`src/design/bbd_pkg.sv`:
```
// Shared constants, types and helper functions of the binarizing box downsampler.
package bbd_pkg;

    localparam int GRID    = 28;
    localparam int MAX_DIM = 4096;

    // Fixed widths of the port fields
    localparam int PIX_W     = 8;
    localparam int CFG_DIM_W = 13;
    localparam int MODE_W    = 2;
    localparam int CFG_IDX_W = 2;
    localparam int CFG_DATA_W = 13;
    localparam int OUT_IDX_W = 5;
    localparam int DARK_W    = 9;
    localparam int FRAC_BITS = 8;

    // Derived internal widths
    localparam int DIM_W    = $clog2(MAX_DIM + 1);
    localparam int REM_W    = $clog2(GRID);
    localparam int GX_W     = $clog2(GRID);
    localparam int CELL_MAX = (MAX_DIM + GRID - 1) / GRID;
    localparam int CELL_W   = $clog2(CELL_MAX + 1);
    localparam int COUNT_W  = $clog2(CELL_MAX * CELL_MAX + 1);
    localparam int SUM_W    = PIX_W + 2;

    // A pixel is dark when floor(sum / 3) < 128, that is sum < 384
    localparam logic [SUM_W-1:0] DARK_SUM = SUM_W'(3 * 128);

    // Register indexes
    localparam logic [CFG_IDX_W-1:0] REG_IMAGE_WIDTH  = CFG_IDX_W'(0);
    localparam logic [CFG_IDX_W-1:0] REG_IMAGE_HEIGHT = CFG_IDX_W'(1);
    localparam logic [CFG_IDX_W-1:0] REG_COLOR_MODE   = CFG_IDX_W'(2);

    // Color modes at or above this code count every pixel as light
    localparam logic [MODE_W-1:0] MODE_UNSUPPORTED = MODE_W'(2);

    localparam logic [CFG_DIM_W-1:0] RESET_DIM  = CFG_DIM_W'(28);
    localparam logic [MODE_W-1:0]    RESET_MODE = MODE_W'(0);

    // Reciprocal of GRID for the width and height split
    localparam int RECIP_SHIFT = DIM_W + 6;
    localparam int PROD_W      = DIM_W + RECIP_SHIFT;
    localparam logic [RECIP_SHIFT-1:0] RECIP =
        RECIP_SHIFT'((64'(1) << RECIP_SHIFT) / GRID);

    // Cycles from a register write until the derived sizes are usable
    localparam logic [1:0] SETTLE_CYCLES = 2'd3;

    // Cell boundary: pixel index plus the running remainder of i*n mod GRID
    typedef struct packed {
        logic [DIM_W-1:0] pos;
        logic [REM_W-1:0] rem;
    } mark_t;

    // Frame geometry handed from the register block to the datapath
    typedef struct packed {
        logic [DIM_W-1:0] width;
        logic [DIM_W-1:0] height;
        logic [DIM_W-1:0] wq;
        logic [REM_W-1:0] wr;
        logic [DIM_W-1:0] hq;
        logic [REM_W-1:0] hr;
        logic             dark_ok;
        logic             busy;
        logic             init;
    } dims_t;

    function automatic logic [DIM_W-1:0] clamp_dim(input logic [CFG_DIM_W-1:0] raw);
        logic [31:0] v;
        v = 32'(raw);
        if (v < 32'(GRID)) begin
            v = 32'(GRID);
        end else if (v > 32'(MAX_DIM)) begin
            v = 32'(MAX_DIM);
        end
        return DIM_W'(v);
    endfunction

    // floor(n / GRID) or one less; corrected by one compare afterwards
    function automatic logic [DIM_W-1:0] quot_estimate(input logic [DIM_W-1:0] n);
        logic [PROD_W-1:0] prod;
        prod = PROD_W'(n) * PROD_W'(RECIP);
        return DIM_W'(prod >> RECIP_SHIFT);
    endfunction

    // Advance a boundary from cell i to cell i+1: adds n/GRID with carry
    function automatic mark_t mark_step(input mark_t m,
                                        input logic [DIM_W-1:0] q0,
                                        input logic [REM_W-1:0] r0);
        logic [REM_W:0] s;
        mark_t o;
        s = {1'b0, m.rem} + {1'b0, r0};
        if (s >= (REM_W+1)'(GRID)) begin
            o.pos = m.pos + q0 + DIM_W'(1);
            o.rem = REM_W'(s - (REM_W+1)'(GRID));
        end else begin
            o.pos = m.pos + q0;
            o.rem = REM_W'(s);
        end
        return o;
    endfunction

endpackage

```
`src/design/bbd_ram.sv`:
```
// Generic simple dual-port RAM with registered read.
module bbd_ram #(
    parameter int WIDTH = 8,
    parameter int DEPTH = 32
) (
    input  logic                     aclk,
    input  logic                     wr_en,
    input  logic [$clog2(DEPTH)-1:0] wr_addr,
    input  logic [WIDTH-1:0]         wr_data,
    input  logic                     rd_en,
    input  logic [$clog2(DEPTH)-1:0] rd_addr,
    output logic [WIDTH-1:0]         rd_data
);

    logic [WIDTH-1:0] mem [DEPTH];

    always_ff @(posedge aclk) begin
        if (wr_en) begin
            mem[wr_addr] <= wr_data;
        end
        if (rd_en) begin
            rd_data <= mem[rd_addr];
        end
    end

endmodule

```
`src/design/bbd_cfg.sv`:
```
// Configuration registers and derived frame geometry.
module bbd_cfg (
    input  logic                           aclk,
    input  logic                           aresetn,
    input  logic                           cfg_valid,
    output logic                           cfg_ready,
    input  logic [bbd_pkg::CFG_IDX_W-1:0]  cfg_index,
    input  logic [bbd_pkg::CFG_DATA_W-1:0] cfg_data,
    output bbd_pkg::dims_t                 dims
);

    logic [bbd_pkg::CFG_DIM_W-1:0] width_raw_reg;
    logic [bbd_pkg::CFG_DIM_W-1:0] height_raw_reg;
    logic [bbd_pkg::MODE_W-1:0]    mode_reg;
    logic [1:0]                    settle_reg;
    logic                          restart;

    logic [bbd_pkg::DIM_W-1:0] w_clamp_reg;
    logic [bbd_pkg::DIM_W-1:0] h_clamp_reg;
    logic [bbd_pkg::DIM_W-1:0] wq_est_reg;
    logic [bbd_pkg::DIM_W-1:0] hq_est_reg;
    logic                      dark_ok_reg;

    logic [bbd_pkg::DIM_W-1:0] width_reg;
    logic [bbd_pkg::DIM_W-1:0] height_reg;
    logic [bbd_pkg::DIM_W-1:0] wq_reg;
    logic [bbd_pkg::REM_W-1:0] wr_reg;
    logic [bbd_pkg::DIM_W-1:0] hq_reg;
    logic [bbd_pkg::REM_W-1:0] hr_reg;
    logic                      dark_ok_out_reg;

    logic [bbd_pkg::DIM_W-1:0] w_rem;
    logic [bbd_pkg::DIM_W-1:0] h_rem;

    assign cfg_ready = 1'b1;

    always_comb begin
        restart = 1'b0;
        if (cfg_valid) begin
            case (cfg_index)
                bbd_pkg::REG_IMAGE_WIDTH:  restart = 1'b1;
                bbd_pkg::REG_IMAGE_HEIGHT: restart = 1'b1;
                bbd_pkg::REG_COLOR_MODE:   restart = 1'b1;
                default:                   restart = 1'b0;
            endcase
        end
    end

    always_ff @(posedge aclk) begin
        if (!aresetn) begin
            width_raw_reg  <= bbd_pkg::RESET_DIM;
            height_raw_reg <= bbd_pkg::RESET_DIM;
            mode_reg       <= bbd_pkg::RESET_MODE;
            settle_reg     <= bbd_pkg::SETTLE_CYCLES;
        end else begin
            if (cfg_valid) begin
                case (cfg_index)
                    bbd_pkg::REG_IMAGE_WIDTH:  width_raw_reg  <= cfg_data;
                    bbd_pkg::REG_IMAGE_HEIGHT: height_raw_reg <= cfg_data;
                    bbd_pkg::REG_COLOR_MODE:   mode_reg <= cfg_data[bbd_pkg::MODE_W-1:0];
                    default: ;
                endcase
            end
            if (restart) begin
                settle_reg <= bbd_pkg::SETTLE_CYCLES;
            end else if (settle_reg != 2'd0) begin
                settle_reg <= settle_reg - 2'd1;
            end
        end
    end

    // Remainder of the estimate; one compare fixes a quotient that is one short
    assign w_rem = w_clamp_reg - bbd_pkg::DIM_W'(32'(wq_est_reg) * bbd_pkg::GRID);
    assign h_rem = h_clamp_reg - bbd_pkg::DIM_W'(32'(hq_est_reg) * bbd_pkg::GRID);

    always_ff @(posedge aclk) begin
        w_clamp_reg <= bbd_pkg::clamp_dim(width_raw_reg);
        h_clamp_reg <= bbd_pkg::clamp_dim(height_raw_reg);
        wq_est_reg  <= bbd_pkg::quot_estimate(bbd_pkg::clamp_dim(width_raw_reg));
        hq_est_reg  <= bbd_pkg::quot_estimate(bbd_pkg::clamp_dim(height_raw_reg));
        dark_ok_reg <= (mode_reg < bbd_pkg::MODE_UNSUPPORTED);

        width_reg       <= w_clamp_reg;
        height_reg      <= h_clamp_reg;
        dark_ok_out_reg <= dark_ok_reg;
        if (w_rem >= bbd_pkg::DIM_W'(bbd_pkg::GRID)) begin
            wq_reg <= wq_est_reg + bbd_pkg::DIM_W'(1);
            wr_reg <= bbd_pkg::REM_W'(w_rem - bbd_pkg::DIM_W'(bbd_pkg::GRID));
        end else begin
            wq_reg <= wq_est_reg;
            wr_reg <= bbd_pkg::REM_W'(w_rem);
        end
        if (h_rem >= bbd_pkg::DIM_W'(bbd_pkg::GRID)) begin
            hq_reg <= hq_est_reg + bbd_pkg::DIM_W'(1);
            hr_reg <= bbd_pkg::REM_W'(h_rem - bbd_pkg::DIM_W'(bbd_pkg::GRID));
        end else begin
            hq_reg <= hq_est_reg;
            hr_reg <= bbd_pkg::REM_W'(h_rem);
        end
    end

    always_comb begin
        dims.width   = width_reg;
        dims.height  = height_reg;
        dims.wq      = wq_reg;
        dims.wr      = wr_reg;
        dims.hq      = hq_reg;
        dims.hr      = hr_reg;
        dims.dark_ok = dark_ok_out_reg;
        dims.busy    = (settle_reg != 2'd0);
        dims.init    = (settle_reg == 2'd1);
    end

endmodule

```
`src/design/bbd_div.sv`:
```
// Radix-2 divider for the Q1.8 darkness fraction, one quotient bit per cycle.
module bbd_div (
    input  logic                         aclk,
    input  logic                         aresetn,
    input  logic                         start,
    input  logic [bbd_pkg::COUNT_W-1:0]  dividend,
    input  logic [bbd_pkg::COUNT_W-1:0]  divisor,
    output logic                         done,
    output logic [bbd_pkg::DARK_W-1:0]   quotient
);

    localparam int STEP_W = $clog2(bbd_pkg::FRAC_BITS + 1);

    logic [bbd_pkg::COUNT_W-1:0] rem_reg;
    logic [bbd_pkg::COUNT_W-1:0] divisor_reg;
    logic [bbd_pkg::DARK_W-1:0]  quot_reg;
    logic [STEP_W-1:0]           step_reg;
    logic                        busy_reg;
    logic                        done_reg;

    logic [bbd_pkg::COUNT_W:0] rem2;
    logic                      bit_ge;

    assign rem2   = {rem_reg, 1'b0};
    assign bit_ge = rem2 >= {1'b0, divisor_reg};

    always_ff @(posedge aclk) begin
        if (!aresetn) begin
            busy_reg <= 1'b0;
            done_reg <= 1'b0;
        end else begin
            done_reg <= 1'b0;
            if (start) begin
                busy_reg <= 1'b1;
            end else if (busy_reg && step_reg == STEP_W'(1)) begin
                busy_reg <= 1'b0;
                done_reg <= 1'b1;
            end
        end
    end

    always_ff @(posedge aclk) begin
        if (start) begin
            // Integer bit: the count equals the cell size only when all dark
            divisor_reg <= divisor;
            step_reg    <= STEP_W'(bbd_pkg::FRAC_BITS);
            if (dividend >= divisor) begin
                rem_reg  <= dividend - divisor;
                quot_reg <= bbd_pkg::DARK_W'(1);
            end else begin
                rem_reg  <= dividend;
                quot_reg <= '0;
            end
        end else if (busy_reg) begin
            step_reg <= step_reg - STEP_W'(1);
            quot_reg <= {quot_reg[bbd_pkg::DARK_W-2:0], bit_ge};
            if (bit_ge) begin
                rem_reg <= bbd_pkg::COUNT_W'(rem2 - {1'b0, divisor_reg});
            end else begin
                rem_reg <= bbd_pkg::COUNT_W'(rem2);
            end
        end
    end

    assign done     = done_reg;
    assign quotient = quot_reg;

endmodule

```
`src/design/binarize_box_downsample.sv`:
```
// Top level of the binarizing box downsampler.
// Pixels enter on the s_ channel (s_red, s_green, s_blue) in raster order,
// one per accepted item. Each pixel is dark when the mean of its channels is
// below 128; dark pixels are counted per grid cell in a 28-entry count memory.
// Each pixel's cell count is read when it is accepted and written back in
// ST_UPDATE. After the last pixel row of a band, the block emits 28 items on
// the m_ channel, left to right: cell_column, cell_row, darkness (Q1.8) and
// the band_last / image_last flags. Each cell goes through a count read, an
// 8x8 multiply for the cell size and a 9-step divider; the input is held
// (s_ready low) while a band's cells are emitted. The result register lets
// the last cell of a band wait on m_ready while new pixels are taken; a
// stalled receiver otherwise holds the band sequence. The cfg_ port writes
// image_width (0), image_height (1) and color_mode (2); cfg_ready is always
// high. A write, and reset, restarts the frame: counts and positions clear
// and s_ready stays low while the cell boundaries are recomputed. The user
// must make writes only while the block is idle; the block does not check it.
module binarize_box_downsample (
    input  logic                           aclk,
    input  logic                           aresetn,
    input  logic                           s_valid,
    output logic                           s_ready,
    input  logic [bbd_pkg::PIX_W-1:0]      s_red,
    input  logic [bbd_pkg::PIX_W-1:0]      s_green,
    input  logic [bbd_pkg::PIX_W-1:0]      s_blue,
    output logic                           m_valid,
    input  logic                           m_ready,
    output logic [bbd_pkg::OUT_IDX_W-1:0]  m_cell_column,
    output logic [bbd_pkg::OUT_IDX_W-1:0]  m_cell_row,
    output logic [bbd_pkg::DARK_W-1:0]     m_darkness,
    output logic                           m_band_last,
    output logic                           m_image_last,
    input  logic                           cfg_valid,
    output logic                           cfg_ready,
    input  logic [bbd_pkg::CFG_IDX_W-1:0]  cfg_index,
    input  logic [bbd_pkg::CFG_DATA_W-1:0] cfg_data
);

    typedef enum logic [5:0] {
        ST_IDLE   = 6'b000001,
        ST_UPDATE = 6'b000010,
        ST_READ   = 6'b000100,
        ST_LOAD   = 6'b001000,
        ST_DIV    = 6'b010000,
        ST_OUT    = 6'b100000
    } state_t;

    localparam int DIM_W   = bbd_pkg::DIM_W;
    localparam int GX_W    = bbd_pkg::GX_W;
    localparam int COUNT_W = bbd_pkg::COUNT_W;
    localparam int CELL_W  = bbd_pkg::CELL_W;
    localparam logic [GX_W-1:0] LAST_CELL = GX_W'(bbd_pkg::GRID - 1);

    bbd_pkg::dims_t dims;

    state_t                    state_reg;
    logic                      dark_reg;
    logic [DIM_W-1:0]          pc_reg;
    logic [GX_W-1:0]           gc_reg;
    logic [DIM_W-1:0]          pr_reg;
    logic [GX_W-1:0]           gr_reg;
    bbd_pkg::mark_t            col_hi_reg;
    bbd_pkg::mark_t            row_lo_reg;
    bbd_pkg::mark_t            row_hi_reg;
    logic [CELL_W-1:0]         rows_reg;
    logic [GX_W-1:0]           band_row_reg;
    logic                      final_reg;
    logic [GX_W-1:0]           emit_col_reg;
    bbd_pkg::mark_t            emit_lo_reg;
    bbd_pkg::mark_t            emit_hi_reg;
    logic [COUNT_W-1:0]        pixels_reg;
    logic [bbd_pkg::GRID-1:0]  cnt_valid_reg;
    logic                      rd_valid_reg;

    logic                      m_valid_reg;
    logic [GX_W-1:0]           m_col_reg;
    logic [GX_W-1:0]           m_row_reg;
    logic [bbd_pkg::DARK_W-1:0] m_dark_reg;
    logic                      m_band_last_reg;
    logic                      m_image_last_reg;

    logic [bbd_pkg::SUM_W-1:0] pix_sum;
    logic                      pix_dark;
    logic                      accept;
    logic [COUNT_W-1:0]        rd_data;
    logic [COUNT_W-1:0]        cnt_base;
    logic                      ram_rd_en;
    logic [GX_W-1:0]           ram_rd_addr;
    logic                      ram_wr_en;
    logic [DIM_W-1:0]          pc_inc;
    logic [DIM_W-1:0]          pr_inc;
    logic                      row_end;
    logic                      band_end;
    logic                      frame_end;
    logic [CELL_W-1:0]         cell_cols;
    logic                      out_free;
    logic                      div_start;
    logic                      div_done;
    logic [bbd_pkg::DARK_W-1:0] div_q;
    bbd_pkg::mark_t            zero_mark;
    bbd_pkg::mark_t            col_first;
    bbd_pkg::mark_t            row_first;

    bbd_cfg u_cfg (
        .aclk      (aclk),
        .aresetn   (aresetn),
        .cfg_valid (cfg_valid),
        .cfg_ready (cfg_ready),
        .cfg_index (cfg_index),
        .cfg_data  (cfg_data),
        .dims      (dims)
    );

    bbd_ram #(
        .WIDTH (COUNT_W),
        .DEPTH (bbd_pkg::GRID)
    ) u_count_ram (
        .aclk    (aclk),
        .wr_en   (ram_wr_en),
        .wr_addr (gc_reg),
        .wr_data (cnt_base + COUNT_W'(dark_reg)),
        .rd_en   (ram_rd_en),
        .rd_addr (ram_rd_addr),
        .rd_data (rd_data)
    );

    bbd_div u_div (
        .aclk     (aclk),
        .aresetn  (aresetn),
        .start    (div_start),
        .dividend (cnt_base),
        .divisor  (pixels_reg),
        .done     (div_done),
        .quotient (div_q)
    );

    assign s_ready  = (state_reg == ST_IDLE) && !dims.busy;
    assign accept   = s_valid && s_ready;
    assign pix_sum  = bbd_pkg::SUM_W'(s_red) + bbd_pkg::SUM_W'(s_green)
                    + bbd_pkg::SUM_W'(s_blue);
    assign pix_dark = dims.dark_ok && (pix_sum < bbd_pkg::DARK_SUM);

    // Entries not written since the last clear read as zero
    assign cnt_base    = rd_valid_reg ? rd_data : '0;
    assign ram_rd_en   = accept || (state_reg == ST_READ);
    assign ram_rd_addr = (state_reg == ST_READ) ? emit_col_reg : gc_reg;
    assign ram_wr_en   = (state_reg == ST_UPDATE);

    assign pc_inc    = pc_reg + DIM_W'(1);
    assign pr_inc    = pr_reg + DIM_W'(1);
    assign row_end   = (pc_inc == dims.width);
    assign band_end  = (pr_inc >= row_hi_reg.pos);
    assign frame_end = (pr_inc >= dims.height);
    assign cell_cols = CELL_W'(emit_hi_reg.pos - emit_lo_reg.pos);
    assign out_free  = !m_valid_reg || m_ready;
    assign div_start = (state_reg == ST_LOAD);

    assign zero_mark = '0;
    assign col_first = bbd_pkg::mark_step(zero_mark, dims.wq, dims.wr);
    assign row_first = bbd_pkg::mark_step(zero_mark, dims.hq, dims.hr);

    always_ff @(posedge aclk) begin
        if (!aresetn) begin
            state_reg     <= ST_IDLE;
            m_valid_reg   <= 1'b0;
            cnt_valid_reg <= '0;
            pc_reg        <= '0;
            gc_reg        <= '0;
            pr_reg        <= '0;
            gr_reg        <= '0;
        end else begin
            if (m_valid_reg && m_ready) begin
                m_valid_reg <= 1'b0;
            end
            if (dims.init) begin
                // Restart the frame with the new geometry
                cnt_valid_reg <= '0;
                pc_reg        <= '0;
                gc_reg        <= '0;
                pr_reg        <= '0;
                gr_reg        <= '0;
                col_hi_reg    <= col_first;
                row_lo_reg    <= zero_mark;
                row_hi_reg    <= row_first;
            end else begin
                case (state_reg)
                    ST_IDLE: begin
                        if (accept) begin
                            dark_reg     <= pix_dark;
                            rd_valid_reg <= cnt_valid_reg[gc_reg];
                            state_reg    <= ST_UPDATE;
                        end
                    end
                    ST_UPDATE: begin
                        cnt_valid_reg[gc_reg] <= 1'b1;
                        state_reg <= ST_IDLE;
                        if (!row_end) begin
                            pc_reg <= pc_inc;
                            if (pc_inc >= col_hi_reg.pos) begin
                                gc_reg     <= gc_reg + GX_W'(1);
                                col_hi_reg <= bbd_pkg::mark_step(col_hi_reg, dims.wq,
                                                                 dims.wr);
                            end
                        end else begin
                            pc_reg     <= '0;
                            gc_reg     <= '0;
                            col_hi_reg <= col_first;
                            pr_reg     <= pr_inc;
                            if (band_end) begin
                                rows_reg     <= CELL_W'(row_hi_reg.pos - row_lo_reg.pos);
                                band_row_reg <= gr_reg;
                                final_reg    <= frame_end;
                                emit_col_reg <= '0;
                                emit_lo_reg  <= zero_mark;
                                emit_hi_reg  <= col_first;
                                gr_reg       <= gr_reg + GX_W'(1);
                                row_lo_reg   <= row_hi_reg;
                                row_hi_reg   <= bbd_pkg::mark_step(row_hi_reg, dims.hq,
                                                                   dims.hr);
                                state_reg    <= ST_READ;
                            end
                            if (frame_end) begin
                                pr_reg     <= '0;
                                gr_reg     <= '0;
                                row_lo_reg <= zero_mark;
                                row_hi_reg <= row_first;
                            end
                        end
                    end
                    ST_READ: begin
                        rd_valid_reg <= cnt_valid_reg[emit_col_reg];
                        pixels_reg   <= COUNT_W'(cell_cols) * COUNT_W'(rows_reg);
                        state_reg    <= ST_LOAD;
                    end
                    ST_LOAD: begin
                        // Count is in the divider now; drop it for the next band
                        cnt_valid_reg[emit_col_reg] <= 1'b0;
                        state_reg <= ST_DIV;
                    end
                    ST_DIV: begin
                        if (div_done) begin
                            state_reg <= ST_OUT;
                        end
                    end
                    ST_OUT: begin
                        if (out_free) begin
                            m_valid_reg      <= 1'b1;
                            m_col_reg        <= emit_col_reg;
                            m_row_reg        <= band_row_reg;
                            m_dark_reg       <= div_q;
                            m_band_last_reg  <= (emit_col_reg == LAST_CELL);
                            m_image_last_reg <= (emit_col_reg == LAST_CELL) && final_reg;
                            if (emit_col_reg == LAST_CELL) begin
                                state_reg <= ST_IDLE;
                            end else begin
                                emit_col_reg <= emit_col_reg + GX_W'(1);
                                emit_lo_reg  <= emit_hi_reg;
                                emit_hi_reg  <= bbd_pkg::mark_step(emit_hi_reg, dims.wq,
                                                                   dims.wr);
                                state_reg    <= ST_READ;
                            end
                        end
                    end
                    default: state_reg <= ST_IDLE;
                endcase
            end
        end
    end

    assign m_valid       = m_valid_reg;
    assign m_cell_column = bbd_pkg::OUT_IDX_W'(m_col_reg);
    assign m_cell_row    = bbd_pkg::OUT_IDX_W'(m_row_reg);
    assign m_darkness    = m_dark_reg;
    assign m_band_last   = m_band_last_reg;
    assign m_image_last  = m_image_last_reg;

`ifndef SYNTHESIS
    a_dark_range: assert property (@(posedge aclk) disable iff (!aresetn)
        m_valid |-> m_darkness <= bbd_pkg::DARK_W'(256))
        else $error("darkness above one");

    a_image_last_band: assert property (@(posedge aclk) disable iff (!aresetn)
        m_valid && m_image_last |-> m_band_last)
        else $error("image end without band end");

    a_update_follows_accept: assert property (@(posedge aclk) disable iff (!aresetn)
        accept |=> state_reg == ST_UPDATE)
        else $error("accepted item not written back");

    a_div_done_state: assert property (@(posedge aclk) disable iff (!aresetn)
        div_done |-> state_reg == ST_DIV)
        else $error("divider finished outside divide state");

    a_column_in_grid: assert property (@(posedge aclk) disable iff (!aresetn)
        state_reg == ST_UPDATE |-> gc_reg <= LAST_CELL)
        else $error("grid column beyond grid");
`endif

endmodule
```
`config.mk`:
```
export PLATFORM = sky130hd
export DESIGN_NAME = binarize_box_downsample
export DESIGN_NICKNAME = d
export VERILOG_FILES = /design/src/design/bbd_pkg.sv /design/src/design/bbd_ram.sv /design/src/design/bbd_cfg.sv /design/src/design/bbd_div.sv /design/src/design/binarize_box_downsample.sv
export SDC_FILE = /design/constraint.sdc
export NUM_CORES = 2
export LEC_CHECK = 0
export BUFFER_PORTS_ARGS = -buffer_cell sky130_fd_sc_hd__buf_2
export CAP_MARGIN = 20
export CORE_MARGIN = 4
export CORE_UTILIZATION = 55
export DETAILED_ROUTE_END_ITERATION = 10
export GPL_TIMING_DRIVEN = 0
export PLACE_DENSITY = 0.71
export REMOVE_ABC_BUFFERS = 1
export SYNTH_ARGS = -nofsm -noshare
export SYNTH_HDL_FRONTEND = slang
export SYNTH_SLANG_ARGS = --single-unit
```
`constraint.sdc`:
```
create_clock -name aclk -period 7.6 [get_ports aclk]
set_input_delay 0 -clock aclk [delete_from_list [all_inputs] [get_ports aclk]]
set_output_delay 0 -clock aclk [all_outputs]
set_load 0.005 [all_outputs]
```
== After elaboration in Yosys (flattened, before gate mapping) ==
Memory sizes are Yosys's and may differ from the RTL's. A register that Yosys moved wholly into a read port is not among the register bits.
Index checks and enable logic that the tools add are counted.

* $mul: 5
* Equal/unequal tests: 18
* Add/sub/neg operators: 36
* Reduce and logical (&&, ||, !) cells: 44
* Bitwise operators: 5
* Magnitude comparators: 22
* Muxes and demuxes: 85

{| class="wikitable"
|+ Operators by type and width
! operator !! number
|-
| two-way mux 18 bit || 16
|-
| two-way mux 13 bit || 14
|-
| two-way mux 15 bit || 5
|-
| adder 13 x 1 -> 13 bit, second input constant || 5
|-
| case mux 28 bit (2 select lines) || 1
|-
| two-way mux 5 bit || 11
|-
| multiplier 13 x 13 -> 26 bit, second input constant || 2
|-
| adder 13 x 10 -> 13 bit || 3
|-
| >= comparator 13 bit || 3
|-
| two-way mux 9 bit || 4
|-
| case mux 18 bit (2 select lines) || 1
|-
| case mux 6 bit (6 select lines) || 1
|-
| subtractor 5 bit, second input constant || 7
|-
| two-way mux 16 bit || 2
|-
| subtractor 15 bit || 2
|-
| AND 28 bit || 1
|-
| NOT 28 bit || 1
|-
| OR 28 bit || 1
|-
| >= comparator 13 x 5 -> 1 bit, second input constant || 2
|-
| > comparator 13 bit, second input constant || 2
|-
| < comparator 13 x 5 -> 1 bit, second input constant || 2
|-
| case mux 13 bit (2 select lines) || 1
|-
| subtractor 13 bit || 2
|-
| adder 10 x 1 -> 11 bit, second input constant || 2
|-
| 53 further kinds || 124
|}

* Register bits after elaboration: 375
* Output and inout bits: 24
* RAM bits: 420
* Input port bits: 44
* Memories: 1
* Logic and storage cells: 267

{| class="wikitable"
|+ Memory list
! memory !! words !! bits a word !! read ports !! clocked after memory_dff !! write ports !! line !! text
|-
| u_count_ram.mem || 28 || 15 || 1 || 1 || 1 || bbd_ram.sv:15 || <nowiki>logic [WIDTH-1:0] mem [DEPTH];</nowiki>
|}

== Logic depth before layout (Yosys ltp) ==
* Depth after elaboration: 8
* Mapped depth: 24
* Mapped depth without buffers: 24

== By module ==
Synthesis repeated with hierarchy kept, for this count alone.

* Cells, all modules: 3961
* Area total of the unflattened synthesis: 46527.1 sq um

{| class="wikitable"
|+ Modules (own cells, without submodules)
! module !! times used !! area each (sq um) !! sequential area each (sq um) !! cells each
|-
| bbd_ram || 1 || 16798.6 || 13062.5 || 801
|-
| binarize_box_downsample || 1 || 16734.8 || 5084.9 || 1816
|-
| bbd_cfg || 1 || 9449.1 || 2542.4 || 983
|-
| bbd_div || 1 || 3544.6 || 1291.2 || 361
|}

== Worst setup path before layout ==
OpenSTA, ideal clock, no wires.

* Path kind: flip-flop to flip-flop
* Start: register emit_hi_reg[6] (netlist name)
* End: register pixels_reg[13] (data pin)
* Data required time: 7.442 ns
* Period minus slack after synthesis: 5.681 ns
* Cell stages (with the launch flop): 24
* Arrival time: 5.523 ns
* Library setup time: 0.158 ns
* Slack: 1.919 ns
* Path buffers: 0
* Cell sequence: edfxtp_1 > ha_1 > nor2b_1 > o21ai_0 > a21boi_0 > o21ai_0 > nor2b_1 > xnor2_1 > and2_1 > fa_1 > inv_1 > fa_1 > inv_1 > fa_1 > inv_1 > fa_1 > inv_1 > ha_1 > a21boi_0 > o21ai_0 > a21oi_1 > o21ai_0 > or4b_2 > o211ai_1

* Word-level cells in the longest chain between the ends: 2

{| class="wikitable"
|+ Ends and longest elaborated chain
! what !! line !! text
|-
| from (decl) || binarize_box_downsample.sv:69 || <nowiki>bbd_pkg::mark_t emit_hi_reg;</nowiki>
|-
| from (signal assigned) || binarize_box_downsample.sv:214 || <nowiki>emit_hi_reg <= col_first;</nowiki>
|-
| from (signal assigned) || binarize_box_downsample.sv:257 || <nowiki>emit_hi_reg <= bbd_pkg::mark_step(emit_hi_reg, dims.wq,</nowiki>
|-
| subtractor 8 bit || binarize_box_downsample.sv:153 || <nowiki>assign cell_cols = CELL_W'(emit_hi_reg.pos - emit_lo_reg.pos);</nowiki>
|-
| multiplier 8 x 8 -> 15 bit || binarize_box_downsample.sv:231 || <nowiki>pixels_reg <= COUNT_W'(cell_cols) * COUNT_W'(rows_reg);</nowiki>
|-
| to (signal assigned) || binarize_box_downsample.sv:231 ||
|-
| to (decl) || binarize_box_downsample.sv:70 || <nowiki>logic [COUNT_W-1:0] pixels_reg;</nowiki>
|}

Every way passes these cells.
A chain may end at the register's enable or synchronous reset.

== Final worst setup path ==
Ends and elaborated chain as after synthesis.

==> flow_summary.html <==
<table>
<tr><th>Metric</th><th>Value</th></tr>
<tr><th colspan="2">STA</th></tr>
<tr><td>Normalized max-slew margin</td><td>0.256</td></tr>
<tr><td>Count of endpoints failing setup in the final report</td><td>0</td></tr>
<tr><td>Pin slew with the least headroom to its limit</td><td>1.10 ns</td></tr>
<tr><td>Post-layout min period</td><td>6.40 ns</td></tr>
<tr><td>Hold Fails Final Rpt</td><td>0</td></tr>
<tr><td>WHS</td><td>0.127 ns</td></tr>
<tr><td>Crit share post-route</td><td>0.842</td></tr>
<tr><td>RSZ-0062 raised after global routing</td><td>false</td></tr>
<tr><td>Number of slew-limit violations in the final report</td><td>0</td></tr>
<tr><td>Final Skew</td><td>0.0688 ns</td></tr>
<tr><td>Maximum clock rate</td><td>156 MHz</td></tr>
<tr><th colspan="2">Worst setup path</th></tr>
<tr><td>Largest fanout on the critical path</td><td>8</td></tr>
<tr><td>CP Capture Point</td><td>pixels_reg[13]$_DFFE_PP_</td></tr>
<tr><td>Cell Chain, Critical Path</td><td>ha_1 &gt; nor2b_1 &gt; o21ai_0 &gt; a21boi_0 &gt; o21ai_0 &gt; nor2b_1 &gt; xnor2_1 &gt; and2_1 &gt; fa_1 &gt; inv_1 &gt; fa_1 &gt; inv_1 &gt; fa_1 &gt; inv_1 &gt; fa_1 &gt; inv_1 &gt; ha_1 &gt; a21boi_0 &gt; o21ai_0 &gt; a21oi_1 &gt; o21ai_0 &gt; or4b_2 &gt; o211ai_1</td></tr>
<tr><td>Worst setup path start</td><td>emit_hi_reg[6]$_DFFE_PP_</td></tr>
<tr><td>Cell type of the slowest stage on the worst timing path</td><td>sky130_fd_sc_hd__or4b_2</td></tr>
<tr><td>Cells on worst reg2reg path</td><td>23</td></tr>
<tr><td>Reg2Reg Setup Slack</td><td>1.20 ns</td></tr>
<tr><td>Element type at the critical path start</td><td>register</td></tr>
<tr><td>Endpoint type of the worst setup path</td><td>register</td></tr>
<tr><td>Data required, critical path</td><td>8.09 ns</td></tr>
<tr><td>Biggest cell delay along the critical path</td><td>0.61 ns</td></tr>
<tr><td>Data arrival time at the worst-slack endpoint</td><td>6.89 ns</td></tr>
<tr><td>Worst r2r src</td><td>emit_hi_reg[6]$_DFFE_PP_</td></tr>
<tr><td>Type of the setup path with the least slack</td><td>register to register</td></tr>
<tr><td>Reg-to-Reg End</td><td>pixels_reg[13]$_DFFE_PP_</td></tr>
<tr><th colspan="2">Detailed routing</th></tr>
<tr><td>Number of remaining DRC errors</td><td>0</td></tr>
<tr><td>Detailed router's first-iteration violation count</td><td>2739</td></tr>
<tr><td>Average wire length per cell after detail routing</td><td>19.5 um</td></tr>
<tr><td>Antenna-violating nets left</td><td>0</td></tr>
<tr><td>Total wire length</td><td>109000 um</td></tr>
<tr><td>Detailed-routing iteration count for the pre-antenna-repair pass</td><td>6</td></tr>
<tr><td>Vias per cell</td><td>5.86</td></tr>
<tr><td>Vias post-DR</td><td>32.7k</td></tr>
<tr><th colspan="2">Synthesis</th></tr>
<tr><td>Post-Syn Instances</td><td>4349</td></tr>
<tr><td>Synth Area in Simple Gates</td><td>0.149</td></tr>
<tr><td>Count of state elements after synthesis</td><td>800</td></tr>
<tr><td>Number of flops mapped to enable cells by yosys</td><td>596</td></tr>
<tr><td>Fraction of synthesized area in multiplexers</td><td>0.0244</td></tr>
<tr><td>YS warnings</td><td>0</td></tr>
<tr><td>Combinational family with the most area after synthesis</td><td>adder cells</td></tr>
<tr><td>Register area share after synthesis</td><td>0.476</td></tr>
<tr><td>Post-synthesis share of cell area spent on full adders, half adders and majority gates</td><td>0.150</td></tr>
<tr><td>Asr flop ratio synth</td><td>0</td></tr>
<tr><td>Compound-Gate Fraction of Synth Area</td><td>0.110</td></tr>
<tr><td>Number of distinct standard cells referenced by the synthesized netlist</td><td>96</td></tr>
<tr><td>Cell area after technology mapping</td><td>46200 um2</td></tr>
<tr><td>Area share of xor/xnor cells in the synthesized design</td><td>0.0450</td></tr>
<tr><td>Main flop type after synthesis</td><td>sky130_fd_sc_hd__edfxtp_1</td></tr>
<tr><td>Per-instance average area after synthesis</td><td>10.6 um2</td></tr>
<tr><th colspan="2">Placed design</th></tr>
<tr><td>Number of port buffers</td><td>66</td></tr>
<tr><td>Half-perimeter wire length after detailed placement</td><td>75100 um</td></tr>
<tr><td>Total placed cells including tap cells</td><td>5381</td></tr>
<tr><td>GP Congestion</td><td>0.884</td></tr>
<tr><td>Placed cell area</td><td>48500 um2</td></tr>
<tr><th colspan="2">Power</th></tr>
<tr><td>Internal power summed over all cells</td><td>8.07 mW</td></tr>
<tr><td>Leakage power</td><td>21.2 nW</td></tr>
<tr><td>Part of the total power dissipated in combinational logic</td><td>0.184</td></tr>
<tr><td>NetSw</td><td>3.03 mW</td></tr>
<tr><td>Register share of total power</td><td>0.442</td></tr>
<tr><td>Power density over the cells</td><td>215 nW/um2</td></tr>
<tr><td>Overall power after layout</td><td>11.1 mW</td></tr>
<tr><td>Sw Share</td><td>0.273</td></tr>
<tr><td>VDD IR-drop max</td><td>189 uV</td></tr>
<tr><td>Power share of the clock group</td><td>0.375</td></tr>
<tr><th colspan="2">Finish</th></tr>
<tr><td>Commonest non-fill, non-tap cells in the layout</td><td>sky130_fd_sc_hd__nand2_1 (602), sky130_fd_sc_hd__edfxtp_1 (596), sky130_fd_sc_hd__inv_1 (379), sky130_fd_sc_hd__ha_1 (373), sky130_fd_sc_hd__nand3_1 (210)</td></tr>
<tr><td>Flip-flop count of the largest register, all copies and words added</td><td>420</td></tr>
<tr><td>Combined area of the multi-input logic cells</td><td>22300 um2</td></tr>
<tr><td>Proportion of layout cells with a drive suffix above 1</td><td>0.0763</td></tr>
<tr><td>Final non-filler cell area</td><td>51800 um2</td></tr>
<tr><td>Storage element area</td><td>22000 um2</td></tr>
<tr><td>Filler cell count</td><td>6551</td></tr>
<tr><td>Most common cell after layout, fill and taps aside</td><td>sky130_fd_sc_hd__nand2_1</td></tr>
<tr><td># diodes</td><td>0</td></tr>
<tr><td>Area delta synth-&gt;final</td><td>12.0%</td></tr>
<tr><td>Layout Cells excl Fill</td><td>5578</td></tr>
<tr><td>Post-layout net count</td><td>4959</td></tr>
<tr><th colspan="2">Global routing</th></tr>
<tr><td>Aggregate global-route resource usage</td><td>0.241</td></tr>
<tr><td>Vias in the first global route</td><td>32.2k</td></tr>
<tr><td>First-pass GRT wire length</td><td>173000 um</td></tr>
<tr><td>Largest net degree at the start of global routing</td><td>72</td></tr>
<tr><td>GR Overflow Total</td><td>0</td></tr>
<tr><td>Initial antenna violation count</td><td>0</td></tr>
<tr><th colspan="2">Die</th></tr>
<tr><td>Horizontal extent of the die</td><td>298 um</td></tr>
<tr><td>Die Y-Extent</td><td>298 um</td></tr>
<tr><td>Die Footprint</td><td>88700 um2</td></tr>
<tr><td>Initial standard-cell utilization of the core</td><td>0.554</td></tr>
<tr><td>Count of pins on the block boundary</td><td>68</td></tr>
<tr><td>Cell Rows</td><td>106</td></tr>
<tr><td>Area of the core</td><td>83400 um2</td></tr>
<tr><th colspan="2">Clock network</th></tr>
<tr><td>CTS Buf Count</td><td>84</td></tr>
<tr><td>TritonCTS sink count</td><td>800</td></tr>
<tr><td>Clk Latency, worst-skew pair</td><td>0.68 ns</td></tr>
<tr><td>CTS resizes</td><td>0</td></tr>
<tr><td>Clock tree root buffer cell</td><td>sky130_fd_sc_hd__clkbuf_16</td></tr>
<tr><td>CTS tree</td><td>done</td></tr>
<tr><td>Max Buffers Root-to-Sink</td><td>3</td></tr>
<tr><td>H-Tree Depth</td><td>3</td></tr>
<tr><td>CTS clk-pin slew, worst paths</td><td>0.06 ns</td></tr>
<tr><th colspan="2">Run</th></tr>
<tr><td>Count of maximum capacitance violations</td><td>0</td></tr>
<tr><th colspan="2">Worst hold path</th></tr>
<tr><td>Path class of the lowest-slack min-delay path</td><td>input port to register</td></tr>
<tr><th colspan="2">Outcome</th></tr>
<tr><td>Outcome</td><td>completed</td></tr>
</table>
cells in the mapped netlist, drive strengths merged, types with 15 or more instances:
cell type | instances | area, um2
nand2 | 604 | 2270
edfxtp | 596 | 17900
inv | 379 | 1420
ha | 373 | 4670
nand3 | 211 | 1060
dfxtp | 204 | 4080
a21oi | 192 | 965
nor2 | 185 | 697
xnor2 | 147 | 1290
o21ai | 131 | 656
clkbuf | 128 | 482
fa | 112 | 2240
and2 | 92 | 576
and3 | 83 | 524
xor2 | 77 | 674
mux2i | 64 | 641
nor2b | 61 | 382
a211oi | 54 | 405
nor3 | 50 | 255
a311oi | 47 | 412
a21boi | 45 | 338
buf | 41 | 203
a21o | 34 | 255
a31oi | 32 | 200
o21a | 25 | 188
nand4 | 24 | 156
o21bai | 24 | 180
nand2b | 22 | 138
nand3b | 22 | 165
o211ai | 22 | 165
o311ai | 19 | 166
a211o | 18 | 158
a311o | 18 | 180
or3 | 17 | 106
mux2 | 15 | 169
kinds of logic after synthesis:
family,count (synthesis)
buf+inv,548
xor+xnor,229
simple gates,1438
compound gates,755
other cells,1
flops,800
fa+ha+maj,485
mux,93
layout make-up:
| class | instances | area share |
|---|---|---|
| clock buffers | 105 | 0.0429 |
| clock inverters | 49 | 0.0117 |
| inverters | 379 | 0.0275 |
| multi-input cells | 3001 | 0.431 |
| flip-flops and latches | 800 | 0.425 |
| well taps | 1080 | 0.0261 |
| repair buffers | 164 | 0.0357 |
worst max-delay path, delay by kind of cell, from the launching register on:
family / cells / cell delay [ns]
flops: 1 / 0.55
xor+xnor: 1 / 0.22
simple gates: 4 / 1.19
compound gates: 8 / 1.48
buf+inv: 4 / 0.21
fa+ha+maj: 6 / 2.64
worst min path at each step:
stage               depth (start not counted)   startpoint                                    to  slack, ns
finish                                      5    s_blue[7]                    dark_reg$_DFFE_PP_       0.13
global placement                            3  cfg_data[3]  u_cfg.height_raw_reg[3]$_SDFFE_PN1P_       0.26
floorplan                                   1      aresetn  u_cfg.height_raw_reg[2]$_SDFFE_PN1P_       0.07
global route                                5    s_blue[7]                    dark_reg$_DFFE_PP_       0.16
detailed placement                          3  cfg_data[3]  u_cfg.height_raw_reg[3]$_SDFFE_PN1P_       0.26
CTS                                         5    s_blue[7]                    dark_reg$_DFFE_PP_       0.12
routing by layer:
layer,vias up,global-route usage,wire [um]
met2,1076,0.408,52700
met3,233,0.0372,6740
met1,15703,0.319,45500
met5,-,0,0
li1,15666,-,-
met4,0,0.0847,3930
power by group through the flow:
stage	clock, mW	sequential (mW)	combinational (mW)
floorplan	0	4.95	1.59
global placement	0	4.99	1.94
detailed placement	0	5.00	2.01
CTS	4.22	4.90	2.04
global route	4.42	4.92	2.32
finish	4.16	4.90	2.04
stage by stage:
stage | utilization | TNS, ns | worst slack [ns]
2_1_floorplan | - | -28.79 | -1.92
3_3_place_gp | 0.566 | -126.81 | -8.69
3_5_place_dp | 0.581 | 0 | 1.22
4_1_cts | 0.620 | 0 | 1.19
5_1_grt | 0.620 | 0 | 0.872
6_report | 0.620 | 0 | 1.20
repair_timing:
| action | in CTS | in global routing |
|---|---|---|
| buffers inserted | 0 | 0 |
| hold buffers | 39 | 0 |
| hold endpoints to repair | 38 | 0 |
No activity file was read; power rests on OpenSTA's default activity.
